<file path="config.mk">
export PLATFORM = sky130hd
export DESIGN_NAME = two_channel_period_frequency_meter_flat
export DESIGN_NICKNAME = d
export VERILOG_FILES = /design/src/tcpfm_pkg.sv /design/src/tcpfm_if.sv /design/src/tcpfm_div.sv /design/src/two_channel_period_frequency_meter.sv /design/src/flat_wrapper.sv
export VERILOG_INCLUDE_DIRS = /design/src /design/src/src
export SDC_FILE = /design/constraint.sdc
export NUM_CORES = 1
export LEC_CHECK = 0
export BUFFER_PORTS_ARGS = -buffer_cell sky130_fd_sc_hd__clkbuf_2
export CORE_MARGIN = 5
export CORE_UTILIZATION = 55
export DETAILED_ROUTE_END_ITERATION = 7
export PLACE_DENSITY = 0.76
export SYNTH_ARGS = -nofsm -noshare
export SYNTH_HDL_FRONTEND = slang
export SYNTH_HIERARCHICAL = 1
export SYNTH_SLANG_ARGS = --single-unit
</file>
<file path="constraint.sdc">
create_clock -name i_clk -period 5.1 [get_ports i_clk]
set_input_delay 1.02 -clock i_clk [delete_from_list [all_inputs] [get_ports i_clk]]
set_output_delay 1.02 -clock i_clk [all_outputs]
set_load 0.05 [all_outputs]
</file>
<file path="src/two_channel_period_frequency_meter_assert.svh">
// ----------------------------------------------------------------------------
// Assertion macros
// Shared concurrent assertion forms for the frequency meter RTL.
// ----------------------------------------------------------------------------
`ifndef TWO_CHANNEL_PERIOD_FREQUENCY_METER_ASSERT_SVH
`define TWO_CHANNEL_PERIOD_FREQUENCY_METER_ASSERT_SVH

// Check a property at every clock edge outside reset
`define TCPFM_ASSERT(lbl, clk, rstn, prop, msg) \
    lbl: assert property (@(posedge clk) disable iff (!rstn) (prop)) else $error(msg);

// Check that a condition implies a consequence in the next cycle
`define TCPFM_ASSERT_NEXT(lbl, clk, rstn, ante, cons, msg) \
    lbl: assert property (@(posedge clk) disable iff (!rstn) (ante) |=> (cons)) \
        else $error(msg);

`endif

</file>
<file path="src/tcpfm_pkg.sv">
// ----------------------------------------------------------------------------
// tcpfm_pkg
// Widths, register indexes, reset values and state codes of the meter.
// ----------------------------------------------------------------------------
package tcpfm_pkg;

    // Field and register widths
    localparam int DATA_W      = 32;
    localparam int CFG_IDX_W   = 1;
    localparam int TIMER_W_DEF = 32;

    // Register indexes
    localparam logic [CFG_IDX_W-1:0] REG_WRAP_LENGTH = CFG_IDX_W'(0);
    localparam logic [CFG_IDX_W-1:0] REG_FREQ_SCALE  = CFG_IDX_W'(1);

    // Register reset values
    localparam logic [DATA_W-1:0] WRAP_LENGTH_RST = DATA_W'(99999);
    localparam logic [DATA_W-1:0] FREQ_SCALE_RST  = DATA_W'(1000000);

    // Sequencer states
    typedef enum logic [2:0] {
        S_IDLE,
        S_SUB,
        S_WRAP,
        S_DIV,
        S_ZERO
    } t_state;

endpackage

</file>
<file path="src/tcpfm_if.sv">
// ----------------------------------------------------------------------------
// tcpfm_if
// Valid/ready channels for edge events and frequency results.
// ----------------------------------------------------------------------------
interface tcpfm_in_if;
    import tcpfm_pkg::*;

    logic              valid;
    logic              ready;
    logic              channel;
    logic [DATA_W-1:0] timer_value;

    modport source (output valid, output channel, output timer_value, input ready);
    modport sink   (input valid, input channel, input timer_value, output ready);
endinterface

interface tcpfm_out_if;
    import tcpfm_pkg::*;

    logic              valid;
    logic              ready;
    logic              out_channel;
    logic [DATA_W-1:0] frequency;
    logic              zero_duration;

    modport source (output valid, output out_channel, output frequency,
                    output zero_duration, input ready);
    modport sink   (input valid, input out_channel, input frequency,
                    input zero_duration, output ready);
endinterface

</file>
<file path="src/tcpfm_div.sv">
// ----------------------------------------------------------------------------
// tcpfm_div
// Restoring unsigned divider, one quotient bit per cycle.
// ----------------------------------------------------------------------------
`include "two_channel_period_frequency_meter_assert.svh"

module tcpfm_div (
    input  logic                        i_clk,
    input  logic                        i_rst_n,
    input  logic                        i_start,
    input  logic [tcpfm_pkg::DATA_W-1:0] i_dividend,
    input  logic [tcpfm_pkg::DATA_W-1:0] i_divisor,
    output logic                        o_busy,
    output logic [tcpfm_pkg::DATA_W-1:0] o_quotient
);
    import tcpfm_pkg::*;

    localparam int CNT_W = $clog2(DATA_W);

    logic [DATA_W-1:0] r_rem, n_rem;
    logic [DATA_W-1:0] r_quo, n_quo;
    logic [DATA_W-1:0] r_dvs;
    logic [CNT_W-1:0]  r_cnt;
    logic              r_busy;

    logic [DATA_W:0]   shifted;
    logic [DATA_W+1:0] trial;

    // Shift the next dividend bit into the remainder and try the subtract
    always_comb begin
        shifted = {r_rem, r_quo[DATA_W-1]};
        trial   = {1'b0, shifted} - {2'b00, r_dvs};
        if (!trial[DATA_W+1]) begin
            n_rem = trial[DATA_W-1:0];
            n_quo = {r_quo[DATA_W-2:0], 1'b1};
        end else begin
            n_rem = shifted[DATA_W-1:0];
            n_quo = {r_quo[DATA_W-2:0], 1'b0};
        end
    end

    // Control: count the quotient bits
    always_ff @(posedge i_clk) begin
        if (!i_rst_n) begin
            r_busy <= 1'b0;
            r_cnt  <= '0;
        end else if (i_start) begin
            r_busy <= 1'b1;
            r_cnt  <= CNT_W'(DATA_W - 1);
        end else if (r_busy) begin
            r_cnt <= r_cnt - 1'b1;
            if (r_cnt == '0) begin
                r_busy <= 1'b0;
            end
        end
    end

    // Datapath: load operands, then advance one bit a cycle
    always_ff @(posedge i_clk) begin
        if (i_start) begin
            r_rem <= '0;
            r_quo <= i_dividend;
            r_dvs <= i_divisor;
        end else if (r_busy) begin
            r_rem <= n_rem;
            r_quo <= n_quo;
        end
    end

    assign o_busy     = r_busy;
    assign o_quotient = r_quo;

    `TCPFM_ASSERT(a_no_restart, i_clk, i_rst_n, !(i_start && r_busy),
        "divider started while busy")
    `TCPFM_ASSERT_NEXT(a_start_busy, i_clk, i_rst_n, i_start, r_busy,
        "divider not busy after start")
    `TCPFM_ASSERT(a_full_count, i_clk, i_rst_n, !$fell(r_busy) || ($past(r_cnt) == '0),
        "divider finished before all quotient bits")

endmodule

</file>
<file path="src/two_channel_period_frequency_meter.sv">
// Sequence: an arming edge gives no beat; a finishing edge goes through the subtract state,
// the wrap state when its end time is not greater, then the divide or the zero state.
// Throughput: arming edges one per cycle while idle; a finishing edge holds off new edges
// until its result beat is loaded; the bit-serial divider spends one cycle per quotient bit.
// Reset: synchronous, active low; both channels go idle and the registers take their
// defaults at once, with no clearing pass.
// ----------------------------------------------------------------------------
// two_channel_period_frequency_meter
// Reciprocal frequency meter for two channels with a shared serial divider.
// ----------------------------------------------------------------------------
`include "two_channel_period_frequency_meter_assert.svh"

module two_channel_period_frequency_meter #(
    parameter int TIMER_WIDTH = tcpfm_pkg::TIMER_W_DEF
) (
    input  logic                           i_clk,
    input  logic                           i_rst_n,
    tcpfm_in_if.sink                       i_in,
    tcpfm_out_if.source                    o_out,
    input  logic                           i_cfg_we,
    input  logic [tcpfm_pkg::CFG_IDX_W-1:0] i_cfg_idx,
    input  logic [tcpfm_pkg::DATA_W-1:0]    i_cfg_data
);
    import tcpfm_pkg::*;

    t_state r_state, n_state;

    logic [DATA_W-1:0]      r_wrap;
    logic [DATA_W-1:0]      r_scale;
    logic                   r_armed [2];
    logic [TIMER_WIDTH-1:0] r_start [2];
    logic [TIMER_WIDTH-1:0] r_t;
    logic                   r_ch;
    logic [DATA_W-1:0]      r_dur;

    logic                   r_out_valid;
    logic                   r_out_ch;
    logic [DATA_W-1:0]      r_out_freq;
    logic                   r_out_zero;

    logic              in_fire;
    logic              in_ready;
    logic              out_free;
    logic              out_load;
    logic [DATA_W-1:0] out_freq;
    logic              out_zero;
    logic [DATA_W:0]   diff;
    logic              gt;
    logic [DATA_W-1:0] wrap_sum;
    logic              div_start;
    logic [DATA_W-1:0] div_divisor;
    logic              div_busy;
    logic [DATA_W-1:0] div_quo;

    assign in_fire  = i_in.valid && in_ready;
    assign out_free = !r_out_valid || o_out.ready;

    // Duration: end minus start, flag when end is greater
    assign diff     = {1'b0, DATA_W'(r_t)} - {1'b0, DATA_W'(r_start[r_ch])};
    assign gt       = !diff[DATA_W] && (diff[DATA_W-1:0] != '0);
    assign wrap_sum = r_wrap + r_dur;

    // Next state
    always_comb begin
        n_state = r_state;
        case (r_state)
            S_IDLE: begin
                if (in_fire && r_armed[i_in.channel]) begin
                    n_state = S_SUB;
                end
            end
            S_SUB: begin
                n_state = gt ? S_DIV : S_WRAP;
            end
            S_WRAP: begin
                n_state = (wrap_sum == '0) ? S_ZERO : S_DIV;
            end
            S_DIV: begin
                if (!div_busy && out_free) begin
                    n_state = S_IDLE;
                end
            end
            S_ZERO: begin
                if (out_free) begin
                    n_state = S_IDLE;
                end
            end
            default: begin
                n_state = S_IDLE;
            end
        endcase
    end

    // State outputs
    always_comb begin
        in_ready    = 1'b0;
        div_start   = 1'b0;
        div_divisor = wrap_sum;
        out_load    = 1'b0;
        out_freq    = div_quo;
        out_zero    = 1'b0;
        case (r_state)
            S_IDLE: begin
                in_ready = 1'b1;
            end
            S_SUB: begin
                div_start   = gt;
                div_divisor = diff[DATA_W-1:0];
            end
            S_WRAP: begin
                div_start = (wrap_sum != '0);
            end
            S_DIV: begin
                out_load = !div_busy && out_free;
            end
            S_ZERO: begin
                out_load = out_free;
                out_freq = '1;
                out_zero = 1'b1;
            end
            default: begin
                in_ready = 1'b0;
            end
        endcase
    end

    // Control registers: state, arm flags, output valid, configuration
    always_ff @(posedge i_clk) begin
        if (!i_rst_n) begin
            r_state     <= S_IDLE;
            r_armed[0]  <= 1'b0;
            r_armed[1]  <= 1'b0;
            r_out_valid <= 1'b0;
            r_wrap      <= WRAP_LENGTH_RST;
            r_scale     <= FREQ_SCALE_RST;
        end else begin
            r_state <= n_state;
            if (in_fire) begin
                r_armed[i_in.channel] <= !r_armed[i_in.channel];
            end
            if (out_load) begin
                r_out_valid <= 1'b1;
            end else if (o_out.ready) begin
                r_out_valid <= 1'b0;
            end
            if (i_cfg_we) begin
                case (i_cfg_idx)
                    REG_WRAP_LENGTH: r_wrap  <= i_cfg_data;
                    REG_FREQ_SCALE:  r_scale <= i_cfg_data;
                    default:         r_wrap  <= r_wrap;
                endcase
            end
        end
    end

    // Payload: capture edge time, hold duration, load result beat
    always_ff @(posedge i_clk) begin
        if (in_fire) begin
            r_ch <= i_in.channel;
            r_t  <= i_in.timer_value[TIMER_WIDTH-1:0];
            if (!r_armed[i_in.channel]) begin
                r_start[i_in.channel] <= i_in.timer_value[TIMER_WIDTH-1:0];
            end
        end
        if (r_state == S_SUB) begin
            r_dur <= diff[DATA_W-1:0];
        end
        if (out_load) begin
            r_out_ch   <= r_ch;
            r_out_freq <= out_freq;
            r_out_zero <= out_zero;
        end
    end

    tcpfm_div u_div (
        .i_clk      (i_clk),
        .i_rst_n    (i_rst_n),
        .i_start    (div_start),
        .i_dividend (r_scale),
        .i_divisor  (div_divisor),
        .o_busy     (div_busy),
        .o_quotient (div_quo)
    );

    assign i_in.ready          = in_ready;
    assign o_out.valid         = r_out_valid;
    assign o_out.out_channel   = r_out_ch;
    assign o_out.frequency     = r_out_freq;
    assign o_out.zero_duration = r_out_zero;

    `TCPFM_ASSERT_NEXT(a_finish_disarms, i_clk, i_rst_n,
        in_fire && r_armed[i_in.channel], (r_state == S_SUB) && !r_armed[r_ch],
        "finishing edge did not disarm its channel")
    `TCPFM_ASSERT_NEXT(a_start_div, i_clk, i_rst_n, div_start,
        (r_state == S_DIV) && div_busy, "divider start without divide state")
    `TCPFM_ASSERT(a_beat_source, i_clk, i_rst_n,
        !$rose(r_out_valid) || ($past(r_state) == S_DIV) || ($past(r_state) == S_ZERO),
        "result beat raised outside a finishing state")

endmodule
</file>
<file path="src/flat_wrapper.sv">
// flat-port wrapper written by rule: the top's interface ports become plain ports
module two_channel_period_frequency_meter_flat import tcpfm_pkg::*;
#(
    parameter int TIMER_WIDTH = tcpfm_pkg::TIMER_W_DEF
)
  (i_clk, i_rst_n, i_cfg_we, i_cfg_idx, i_cfg_data, i_in_valid, i_in_channel, i_in_timer_value, i_in_ready, o_out_valid, o_out_out_channel, o_out_frequency, o_out_zero_duration, o_out_ready);
  tcpfm_in_if i_in_i ();
  tcpfm_out_if o_out_i ();
  input  logic i_clk;
  input  logic i_rst_n;
  input  logic i_cfg_we;
  input  logic [tcpfm_pkg::CFG_IDX_W-1:0] i_cfg_idx;
  input  logic [tcpfm_pkg::DATA_W-1:0] i_cfg_data;
  input wire logic [$bits(i_in_i.valid)-1:0] i_in_valid;
  input wire logic [$bits(i_in_i.channel)-1:0] i_in_channel;
  input wire logic [$bits(i_in_i.timer_value)-1:0] i_in_timer_value;
  output wire logic [$bits(i_in_i.ready)-1:0] i_in_ready;
  output wire logic [$bits(o_out_i.valid)-1:0] o_out_valid;
  output wire logic [$bits(o_out_i.out_channel)-1:0] o_out_out_channel;
  output wire logic [$bits(o_out_i.frequency)-1:0] o_out_frequency;
  output wire logic [$bits(o_out_i.zero_duration)-1:0] o_out_zero_duration;
  input wire logic [$bits(o_out_i.ready)-1:0] o_out_ready;
  assign i_in_i.valid = i_in_valid;
  assign i_in_i.channel = i_in_channel;
  assign i_in_i.timer_value = i_in_timer_value;
  assign i_in_ready = i_in_i.ready;
  assign o_out_valid = o_out_i.valid;
  assign o_out_out_channel = o_out_i.out_channel;
  assign o_out_frequency = o_out_i.frequency;
  assign o_out_zero_duration = o_out_i.zero_duration;
  assign o_out_i.ready = o_out_ready;
  two_channel_period_frequency_meter #(.TIMER_WIDTH(TIMER_WIDTH)) u_core (.i_clk(i_clk), .i_rst_n(i_rst_n), .i_in(i_in_i), .o_out(o_out_i), .i_cfg_we(i_cfg_we), .i_cfg_idx(i_cfg_idx), .i_cfg_data(i_cfg_data));
endmodule
</file>
### Word-level counts from Yosys, hierarchy flattened

Memories as Yosys holds them, arrays and structs flattened. A register that Yosys moved wholly into a read port is not among the register bits.
Index checks and enable logic that the tools add are counted.

| cells by class | value |
|---|---|
| add/sub/neg operators | 4 |
| equality and inequality tests | 7 |
| muxes and demuxes | 33 |
| bitwise logic cells | 1 |
| reduce and logical (&&, ||, !) cells | 20 |

Operators by type and width:

| cell | number |
|---|---|
| $mux 32 | 4 |
| $reduce_bool 32->1 | 2 |
| $sub 33x32->34 | 1 |
| $sub 32x32->33 | 1 |
| $add 32x32->32 | 1 |
| $logic_not 32->1 | 1 |
| $mux 1 | 20 |
| $pmux 3 s5 | 1 |
| $mux 3 | 4 |
| $mux 5 | 2 |
| $eq 3x2->1 const B | 2 |
| $ne 2x1->1 const B | 3 |
| $logic_not 5->1 | 1 |
| $sub 5x1->5 const B | 1 |
| $logic_and 1x1->1 | 4 |
| $logic_not 1->1 | 4 |
| $pmux 1 s2 | 2 |
| $reduce_and 2->1 | 2 |
| $reduce_bool 2->1 | 2 |
| $eq 3x1->1 const B | 1 |
| $eq 3x3->1 const B | 1 |
| $logic_not 3->1 | 1 |
| $reduce_and 3->1 | 1 |
| $logic_or 1x1->1 | 1 |
| 2 further kinds | 2 |

| word-level totals | value |
|---|---|
| flip-flop bits (word level) | 269 |
| memory bits (writable) | 66 |
| output and inout port bits | 36 |
| memories kept | 2 |

Memories:

| memory | words | width | rd ports | clocked after memory_dff | wr ports | RTL line | source |
|---|---|---|---|---|---|---|---|
| u_core.r_start | 2 | 32 | 1 | 1 | 1 | two_channel_period_frequency_meter.sv:31 | `logic [TIMER_WIDTH-1:0] r_start [2];` |
| u_core.r_armed | 2 | 1 | 1 | 0 | 2 | two_channel_period_frequency_meter.sv:30 | `logic r_armed [2];` |

### Logic depth before layout (Yosys ltp)

Gate-level depths: netlist (run 1).

| logic depth | value |
|---|---|
| word-level depth | 8 |
| gate-level depth with buffers | 20 |
| mapped depth without buffers | 16 |

### By module

Netlist (run 1), hierarchy kept.

By module, submodules not included:

| module | times used | cells an instance | area an instance (µm²) | seq. area each (µm²) |
|---|---|---|---|---|
| two_channel_period_frequency_meter | 1 | 1261 | 12560.8 | 6316.1 |
| tcpfm_div | 1 | 575 | 5886.9 | 2682.6 |

### Worst setup path after synthesis (run 1)

Ideal clock, no wire load.

| timing | value |
|---|---|
| path type | register to register |
| start point | register with a tool-made name |
| end point | register u_core.u_div.r_quo[0], in the netlist u_core/u_div/o_quotient[0], enable pin |
| arrival time | 5.273 ns |
| data required time | 4.769 ns |
| path slack | -0.504 ns |
| stages on the path, launching flop included | 18 |
| buffers on the path | 3 |
| cells stage by stage | dfxtp_1 -> clkbuf_1 -> clkbuf_1 -> mux2i_1 -> ha_1 -> o211a_1 -> a21bo_2 -> a2111oi_0 -> nor3_1 -> or4_1 -> o21ai_1 -> xnor2_1 -> inv_1 -> or4_1 -> o21ai_2 -> nand2_1 -> clkbuf_1 -> or2_2 |

RTL lines:

| what | RTL line | source |
|---|---|---|
| to (signal assigned) | tcpfm_div.sv:62 | `r_quo <= i_dividend;` |
| to (signal assigned) | tcpfm_div.sv:66 | `r_quo <= n_quo;` |
| to (decl) | tcpfm_div.sv:21 | `logic [DATA_W-1:0] r_quo, n_quo;` |

==> metrics.txt, run 1 <==
Final Setup Violations=0; Max Cap Viol=0; clk_skew=around 0.022 ns; VDD IR-drop max=344 uV; RSZ-0062 raised after global routing=false; cell count after synthesis=1836; sequential cell area fraction in the yosys report=between 40 and 50%; largest cells by area after synthesis=edfxtp_1 37%, dfxtp_1 12%, ha_1 6.8%, nand2_1 6.3%, a21oi_1 4.4%; DRT iter0 DRCs=between 1000 and 1500; Placed Instances=between 2000 and 2500; die width=193 um; Syn Area/Cell=10.0 sq um; DRC viols=0; Req. time, crit path=5.38 ns; Layout Nets=2089; Post-Route WL=43600 um; number of synthesis warnings=6; count leader, synth=nand2_1; number of CTS-inserted buffers=37; Reg clk slew, reported paths=0.06 ns; Syn Nets=2010; endpoint class of the critical path=register; starting density of the core=55.3%; Async SR Flop Fraction=0%; Non-Filler Instances=2391; gp weighted congestion=approximately 0.93; post-placement cell area=~19000 sq um; first-pass GRT wire length=69400 um; CTS max path bufs=3; Ports=around 110; Root Buffer=clkbuf_16; sequential cell area=9000 sq um; die area=between 30000 and 40000 sq um; Final min period=4.84 ns; layout cell share with drive strength beyond 1=15.4%; row count=67; Synth Flop Type=edfxtp_1; port bufs=106; largest net degree at the start of global routing=77; CTS tree=yes; # H-tree levels=2; Fillers=around 2800; Clock Sinks=336; vias post-DR=14020; Yosys top cell by area=edfxtp_1; Worst R2R Setup Slack=0.26 ns; Slew HR=20.0%; GRT overflow=0; Final Util=61.7%; Core Box Area=33400 sq um; Layout area overhead=11.6%; vias in the first global route=13513; Global Route Usage Sum=between 20% and 30%; leak pwr=about 8 nW; Die Height=roughly 190 um; run status=finished clean; Yosys reg bits=336; Pwr per Cell Area=474 nW/um^2; Final Max Slew Viols=0; initial antenna violation count=0; design area=between 20000 and 25000 sq um; final hold violations=0; worst-margin pin slew=1.20 ns; Commonest cells post-synth=311 x nand2_1, 227 x edfxtp_1, 164 x a21oi_1; crit share post-route=94.8%; Setup TNS=0 ns; ant diodes=0; crit path DAT=5.12 ns; crit path kind=register to register; Max Fclk=approximately 210 MHz; post-detailed-route count of antenna-violating nets=0; Synth top area share=between 30% and 40%; clock latency at the later pin of the worst-skew pair=0.56 ns; wire length per cell=around 18 um; HPWL after DPL=between 30000 and 40000 um; top fanout value on the critical path=39; Worst setup SP type=register; multi-input logic area=8820 sq um; Hold Crit Class=register to register; synth unique cells=101; DR vias/cell=~6; mapped cell area=18400 sq um; TritonRoute pass-1 iters=6; EDFF count, synth=227
critical path, cell delays in order (launching register included):
cell and delay (ns):
dfxtp_2 0.43, buf_12 0.24, mux2i_1 0.12, ha_1 0.43, o21a_1 0.17, nor2_1 0.07
a2111oi_1 0.44, buf_4 0.19, nor3_1 0.08, or4_1 0.49, o21ai_1 0.11, xnor2_1 0.17
inv_1 0.07, or4_1 0.53, o21ai_2 0.29, nand2_4 0.11, buf_4 0.29, buf_4 0.30
worst paths after layout:
path | from | endpoint | cells after the start
setup / recovery | register | u_core/u_div/r_dvs[28] | 17
hold / removal | u_core/r_scale[15] | u_core/r_scale[15] | 2
setup reg to reg | register | u_core/u_div/r_dvs[28] | 17
hold reg to reg | u_core/r_scale[15] | u_core/r_scale[15] | 2
final cells by class:
type | instances | area share (%)
clock buffers | 50 | 4.88
well taps | 448 | 2.72
clock inverters | 17 | 0.985
inverters | 79 | 1.44
multi-input cells | 1337 | 42.8
repair buffers | 124 | 3.42
flip-flops and latches | 336 | 43.7
repair_timing:
action | CTS | global route
hold buffers | 0 | 0
resized for setup | 0 | 2
setup endpoints to repair | 0 | 27
buffers inserted | 0 | 0
kinds of logic (layout without fill, tap and decap cells):
family / Yosys count / in the layout / share of synthesized area [%]
AO/OA/AOI/OAI: 461 / 461 / 17.1
XOR/XNOR: 67 / 67 / 3.22
adder cells (fa/ha/maj): 103 / 103 / 7.11
buffers and inverters: 163 / 270 / 3.58
flip-flops: 336 / 336 / 48.8
multiplexers: 72 / 72 / 4.16
AND/OR/NAND/NOR: 634 / 634 / 16.0
report_power, final:
| group | internal (W) | switching (W) |
|---|---|---|
| registers | 0.00341 | 0.000224 |
| clock network | 0.00155 | 0.00109 |
| logic | 0.00135 | 0.00214 |
sequential cells by signal, indices dropped and copies added, names as in the netlist, 2 cells and up, named ones only:
name / flops
u_core/o_out.frequency: 32
u_core/r_armed: 2
u_core/r_dur: 32
u_core/r_scale: 32
u_core/r_start: 64
u_core/r_state: 3
u_core/r_t: 32
u_core/r_wrap: 32
u_core/u_div/o_quotient: 32
u_core/u_div/r_cnt: 5
u_core/u_div/r_dvs: 32
u_core/u_div/r_rem: 32
metrics by stage:
step	setup WS, ns	hold WS [ns]	power, W
floorplan	0.130	0.426	0.00631
global placement	0.291	0.440	0.00704
detailed placement	0.229	0.445	0.00712
CTS	0.192	0.453	0.00979
global route	0.0270	0.473	0.0104
finish	0.264	0.453	0.00976
layout by cell type, fill, tap and decap left out, drive strengths merged, types with 14 or more instances in the layout:
master / instances
or2: 35
mux2: 38
xor2: 31
edfxtp: 227
clkinv: 14
nand3: 43
nand2: 312
o21ai: 74
o21a: 24
buf: 18
clkbuf: 156
a21o: 33
inv: 79
xnor2: 36
a21oi: 171
dfxtp: 109
o211ai: 15
nor2: 104
a311oi: 28
nor3: 25
mux2i: 34
nand4: 24
ha: 100
routing by layer:
| metal | vias to the layer above | GRT usage (%) | share of wire, % |
|---|---|---|---|
| li1 | 6880 | - | - |
| met1 | 6679 | 31.4 | 43 |
| met2 | 384 | 38.7 | 47 |
| met3 | 77 | 3.38 | 5.8 |
| met4 | 0 | 9.12 | 3.8 |
| met5 | - | 0 | 0 |
(Power assumes the default switching activity.)
==> inputs of run 2 (changes only) <==
CORE_UTILIZATION = 30   (was 55)
PLACE_DENSITY = unset   (was 0.76)
==> metrics.txt, run 2 (same netlist as run 1, synthesis figures left out) <==
run status=finished clean; worst r2r path cells=16 (-1); Die Height=258 um (+34%); Layout area overhead=14.7%; Biggest register=u_core/r_start; RSZ-0062 raised after global routing=false; post-detailed-route count of antenna-violating nets=0 (unchanged); Worst setup endpoint=u_core/u_div/o_quotient[8]; leak pwr=8.20 nW (+0.88%); clock latency at the later pin of the worst-skew pair=0.55 ns (about the same); Core Box Area=61300 sq um (+84%); hold path start=u_core/r_scale[0]; cts hold-fix bufs=0 (unchanged); CTS tree=yes; ant diodes=0 (unchanged); Worst Setup Slack, final=0.250 ns (-0.0142 ns); DRC viols=0 (unchanged); Req. time, crit path=5.39 ns (about the same); CTS max path bufs=3 (unchanged); Largest register FFs=64 (unchanged); clk_skew=0.0115 ns (-0.0109 ns); port bufs=106 (unchanged); Worst R2R Setup Slack=0.25 ns (about the same); Global Route Usage Sum=13.5% (-9.9 points); Root Buffer=clkbuf_16; # H-tree levels=2 (unchanged); endpoint class of the critical path=register; leading cell type in the layout, fill and taps excluded=nand2_1; top fanout value on the critical path=42 (+7.7%); design area=21200 sq um (+2.7%); Setup Fix Bufs, Post-CTS=0 (unchanged); Post-Route WL=46300 um (+6.1%); Final min period=4.85 ns (+0.0142 ns); final hold violations=0 (unchanged); TritonRoute pass-1 iters=8 (+2); crit path kind=register to register; layout cell share with drive strength beyond 1=15.9% (+0.48 points); Placed Instances=2672 (+15%); Setup TNS=0 ns (unchanged); Clock Sinks=336 (unchanged); vias post-DR=13985 (-0.25%); DR vias/cell=5.10 (-13%); pre-CTS setup slack=0.174 ns (-0.0550 ns); Max Fclk=206 MHz (-0.29%); starting density of the core=30.1% (-25 points); Non-Filler Instances=2743 (+15%); vias in the first global route=13664 (+1.1%); post-placement cell area=19800 sq um (+2.3%); most frequent cells in the layout=310 x nand2_1, 227 x edfxtp_1, 164 x a21oi_1; VDD IR-drop max=274 uV (-20%); first-pass GRT wire length=73900 um (+6.5%); largest net degree at the start of global routing=77 (unchanged); DRT iter0 DRCs=1079 (+7.6%); HPWL after DPL=34800 um (+7.0%); gp weighted congestion=0.933 (about the same); Layout Nets=2097 (+0.38%); GRT overflow=0 (unchanged); Ports=107 (unchanged); number of CTS-inserted buffers=39 (+5.4%); Final Setup Violations=0 (unchanged); wire length per cell=16.9 um (-7.5%); RR Endpoint=u_core/u_div/o_quotient[8]; die width=258 um (+34%); Pwr per Cell Area=472 nW/um^2 (-0.33%); row count=91 (+36%); crit share post-route=95.1% (+0.28 points); Worst setup SP type=register; Final Max Slew Viols=0 (unchanged); Max Cap Viol=0 (unchanged); Final Util=34.5% (-27 points); die area=66600 sq um (+78%); Reg clk slew, reported paths=0.06 ns (about the same); Hold Crit Class=register to register; worst-margin pin slew=1.19 ns (-0.0101 ns); initial antenna violation count=0 (unchanged); Slew HR=20.5% (+0.51 points); crit path DAT=5.14 ns (+0.02 ns)
==> run 2: cell types whose count changed in the layout (fill, tap and decap cells not counted), sizes merged <==
cell	before	now
clkbuf	156	150
clkinv	14	18
clkinvlp	0	4
buf	18	24
bufinv	3	5
==> run 2: per-layer routing <==
metal	routed length (um)	up-vias	GRT usage [%]
met3	1970	72	1.95
li1	-	6880	-
met4	1690	0	5.15
met2	22100	342	22.7
met5	0	-	0
met1	20600	6691	17.6
==> run 2: worst min path at each step <==
stage | cells after the start | endpoint | slack, ns
final | 2 | u_core/r_scale[0] | 0.45
after global routing | 2 | u_core/r_scale[2] | 0.47
after CTS | 2 | u_core/r_scale[2] | 0.46
after detailed placement | 2 | u_core/r_scale[28] | 0.45
after global placement | 2 | u_core/r_scale[15] | 0.44
after floorplan | 0 | u_core/o_out.out_channel | 0.43
==> run 2: repair_timing <==
item | CTS | global route
resized for setup | 0 | 2
setup endpoints to repair | 0 | 44
endpoints found under the hold margin | 0 | 0
==> run 2: critical path, stage by stage (launching register included) <==
cell       delay, ns
dfxtp_2         0.43
mux2_2          0.36
ha_1            0.21
nand2b_1        0.22
a21bo_2         0.26
a2111oi_1       0.44
buf_4           0.19
nor3_1          0.08
or4_1           0.47
o21ai_1         0.11
xnor2_1         0.18
inv_1           0.09
or4_1           0.58
o21ai_4         0.24
nand2_4         0.09
buf_4           0.30
mux2_2          0.33
==> run 2: where the power goes <==
group	switching [W]	internal [W]	leakage (nW)	total, W
logic	0.00218	0.00136	4.57	0.00353
registers	0.000218	0.00341	2.99	0.00363
clock network	0.00111	0.00172	0.638	0.00283
==> run 2: final cells by class <==
| cell class | instances | area [sq um] |
|---|---|---|
| well taps | 790 | 988 |
| clock buffers | 44 | 1040 |
| multi-input cells | 1337 | 8820 |
| fillers | 6151 | 40100 |
| inverters | 79 | 297 |
| clock inverters | 27 | 282 |
| repair buffers | 130 | 723 |
| flip-flops and latches | 336 | 9000 |
==> run 2: through the flow <==
step | total power [W] | hold slack [ns]
2_1_floorplan | 0.00631 | 0.426
3_3_place_gp | 0.00710 | 0.439
3_5_place_dp | 0.00717 | 0.447
4_1_cts | 0.0101 | 0.456
5_1_grt | 0.0106 | 0.470
6_report | 0.00999 | 0.453
==> inputs of run 3 (changes only) <==
SYNTH_HIERARCHICAL = unset   (was 1)
==> metrics.txt, run 3 <==
endpoint class of the critical path=register; Max Cap Viol=0 (unchanged); Req. time, crit path=5.38 ns (about the same); Largest register FFs=64 (unchanged); CTS tree=yes; RSZ-0062 raised after global routing=false; EDFF count, synth=227 (unchanged); Setup TNS=0 ns (unchanged); CTS max path bufs=3 (unchanged); Die Height=259 um (+0.44%); Layout area overhead=15.8%; mapped cell area=18600 sq um (+0.91%); HPWL after DPL=36400 um (+4.8%); Root Buffer=clkbuf_16; layout cell share with drive strength beyond 1=16.7% (+0.82 points); die area=67100 sq um (+0.87%); Yosys top cell by area=edfxtp_1; Synth top area share=36.6% (-0.33 points); top fanout value on the critical path=33 (-21%); Layout Nets=2116 (+0.91%); largest cells by area after synthesis=edfxtp_1 37%, dfxtp_1 12%, ha_1 6.7%, nand2_1 5.7%, a21boi_0 2.5%; clk_skew=0.0251 ns (+0.0136 ns); Fillers=6167 (+0.26%); post-detailed-route count of antenna-violating nets=0 (unchanged); DRC viols=0 (unchanged); initial antenna violation count=0 (unchanged); vias post-DR=14060 (+0.54%); TritonRoute pass-1 iters=5 (-3); sequential cell area fraction in the yosys report=48.3% (-0.44 points); first-pass GRT wire length=76600 um (+3.6%); CP Buf/Inv Count=1 (-2); multi-input logic area=9060 sq um (+2.7%); VDD IR-drop max=302 uV (+10%); Hold Crit Class=register to register; Syn Area/Cell=10.1 sq um (+0.91%); Commonest cells post-synth=281 x nand2_1, 227 x edfxtp_1, 119 x nor2_1; run status=finished clean; number of synthesis warnings=0 (-6); number of CTS-inserted buffers=38 (-2.6%); row count=91 (unchanged); Biggest register=u_core.r_start; Yosys reg bits=336 (unchanged); Worst setup SP type=register; crit share post-route=92.9% (-2.2 points); crit path cell chain=ha_1, fa_1, a21oi_1, o22ai_1, o2111ai_1, a21oi_1, or4_4, a2111oi_2, nand4_1, nor3_1, a31oi_1, a21oi_4, buf_12, mux2_2; Final min period=4.74 ns (-0.113 ns); GRT overflow=0 (unchanged); Final Max Slew Viols=0 (unchanged); total power=0.0101 W (+0.58%); Pwr per Cell Area=466 nW/um^2 (-1.3%); leading cell type in the layout, fill and taps excluded=nand2_1; largest net degree at the start of global routing=69 (-10%); synth unique cells=86 (-15%); port bufs=106 (unchanged); Clock Sinks=336 (unchanged); sequential cell area=9000 sq um (unchanged); gp weighted congestion=0.922 (-1.3%); Worst path max stage delay=0.57 ns (about the same); crit path DAT=5.02 ns (-0.12 ns); most frequent CP cell=a21oi_1; Global Route Usage Sum=13.9% (+0.46 points); final hold violations=0 (unchanged); # H-tree levels=2 (unchanged); Slew HR=18.9% (-1.7 points); Post-Route WL=48200 um (+4.1%); starting density of the core=30.2% (+0.11 points); worst-margin pin slew=1.22 ns (+0.0304 ns); Ports=107 (unchanged); slowest cell on the critical path=or4_4; DR vias/cell=5.01 (-1.8%); vias in the first global route=13988 (+2.4%); Core Box Area=61600 sq um (+0.56%); leak pwr=8.41 nW (+2.6%); clock latency at the later pin of the worst-skew pair=0.55 ns (about the same); die width=259 um (+0.44%); Synth Flop Type=edfxtp_1; Setup Fix Bufs, Post-CTS=0 (unchanged); DRT iter0 DRCs=1027 (-4.8%); Max Fclk=211 MHz (+2.4%); count leader, synth=nand2_1; Async SR Flop Fraction=0% (unchanged); most frequent cells in the layout=280 x nand2_1, 227 x edfxtp_1, 117 x nor2_1; cell count after synthesis=1836 (unchanged); crit path kind=register to register; family with the most delay on the worst path=compound AO/OA/AOI/OAI gates; wire length per cell=17.2 um (+1.7%); Final Setup Violations=0 (unchanged); Reg clk slew, reported paths=0.06 ns (about the same); Syn Nets=2010 (unchanged); ant diodes=0 (unchanged)
-- run 3: cell count changes after synthesis, sizes merged, moves of 6 or more --
cell / previous run / this run
a211oi: 11 / 23
nand3: 43 / 49
nand2: 312 / 281
nor4: 10 / 19
a2111oi: 4 / 12
nand4: 24 / 11
xor2: 31 / 25
a21oi: 171 / 94
a21o: 33 / 39
a311oi: 28 / 22
nor2: 104 / 119
a21boi: 6 / 63
-- run 3: final timing paths --
| path | start | to | slack, ns | cells past startpoint |
|---|---|---|---|---|
| setup reg to reg | u_core.r_dur[0] | u_core.u_div.o_quotient[9] | 0.36 | 14 |
| setup / recovery | u_core.r_dur[0] | u_core.u_div.o_quotient[9] | 0.36 | 14 |
| hold / removal | u_core.r_scale[10] | u_core.r_scale[10] | 0.46 | 2 |
| hold reg to reg | u_core.r_scale[10] | u_core.r_scale[10] | 0.46 | 2 |
-- run 3: cell families after synthesis --
group	Yosys count	synth area share, %
AO/OA/AOI/OAI	467	18.0
XOR/XNOR	64	3.01
adder cells (fa/ha/maj)	103	7.04
buffers and inverters	158	3.49
flip-flops	336	48.3
multiplexers	73	4.18
AND/OR/NAND/NOR	635	15.9
-- run 3: worst min-delay path: stages, from the launching register on --
cell and delay (ns):
dfxtp_1 0.30, nand2_1 0.04, a21boi_0 0.06
-- run 3: layout make-up --
class	count	share of cell area, %
Timing Repair Buffer	152	4.31
Tap cell	837	4.86
Multi-Input combinational cell	1342	42.0
Clock inverter	17	0.644
Inverter	72	1.27
Clock buffer	52	5.14
Sequential cell	336	41.8
-- run 3: through the flow --
step | setup slack, ns | cell area (sq um) | cells | hold slack, ns | utilization, %
detailed placement | 0.0811 | 20300 | 2739 | 0.453 | 32.9
finish | 0.363 | 21600 | 2808 | 0.463 | 35.0
CTS | 0.0489 | 21500 | 2808 | 0.466 | 34.9
global placement | 0.125 | 20300 | 2739 | 0.447 | 32.9
global route | 0.0477 | 21600 | 2808 | 0.483 | 35.0
floorplan | 0.243 | 18600 | 1836 | 0.426 | -
-- run 3: report_power, final --
group	total (W)	switching [W]	internal [W]
Combinational	0.00371	0.00222	0.00150
Clock	0.00270	0.00108	0.00162
Sequential	0.00364	0.000229	0.00341
Total	0.0101	0.00352	0.00653
-- run 3: repair_timing --
action | in CTS | in global routing
hold buffers | 0 | 0
hold endpoints to repair | 0 | 0
endpoints found under the setup margin | 0 | 123
resized for setup | 0 | 13
-- run 3: layer usage --
metal | vias to the layer above | GRT usage [%] | wire length, um
met5 | - | 0 | 0
met4 | 0 | 4.13 | 1140
met3 | 48 | 1.91 | 1750
met2 | 255 | 23.7 | 23400
met1 | 6798 | 18.6 | 22000
li1 | 6959 | - | -
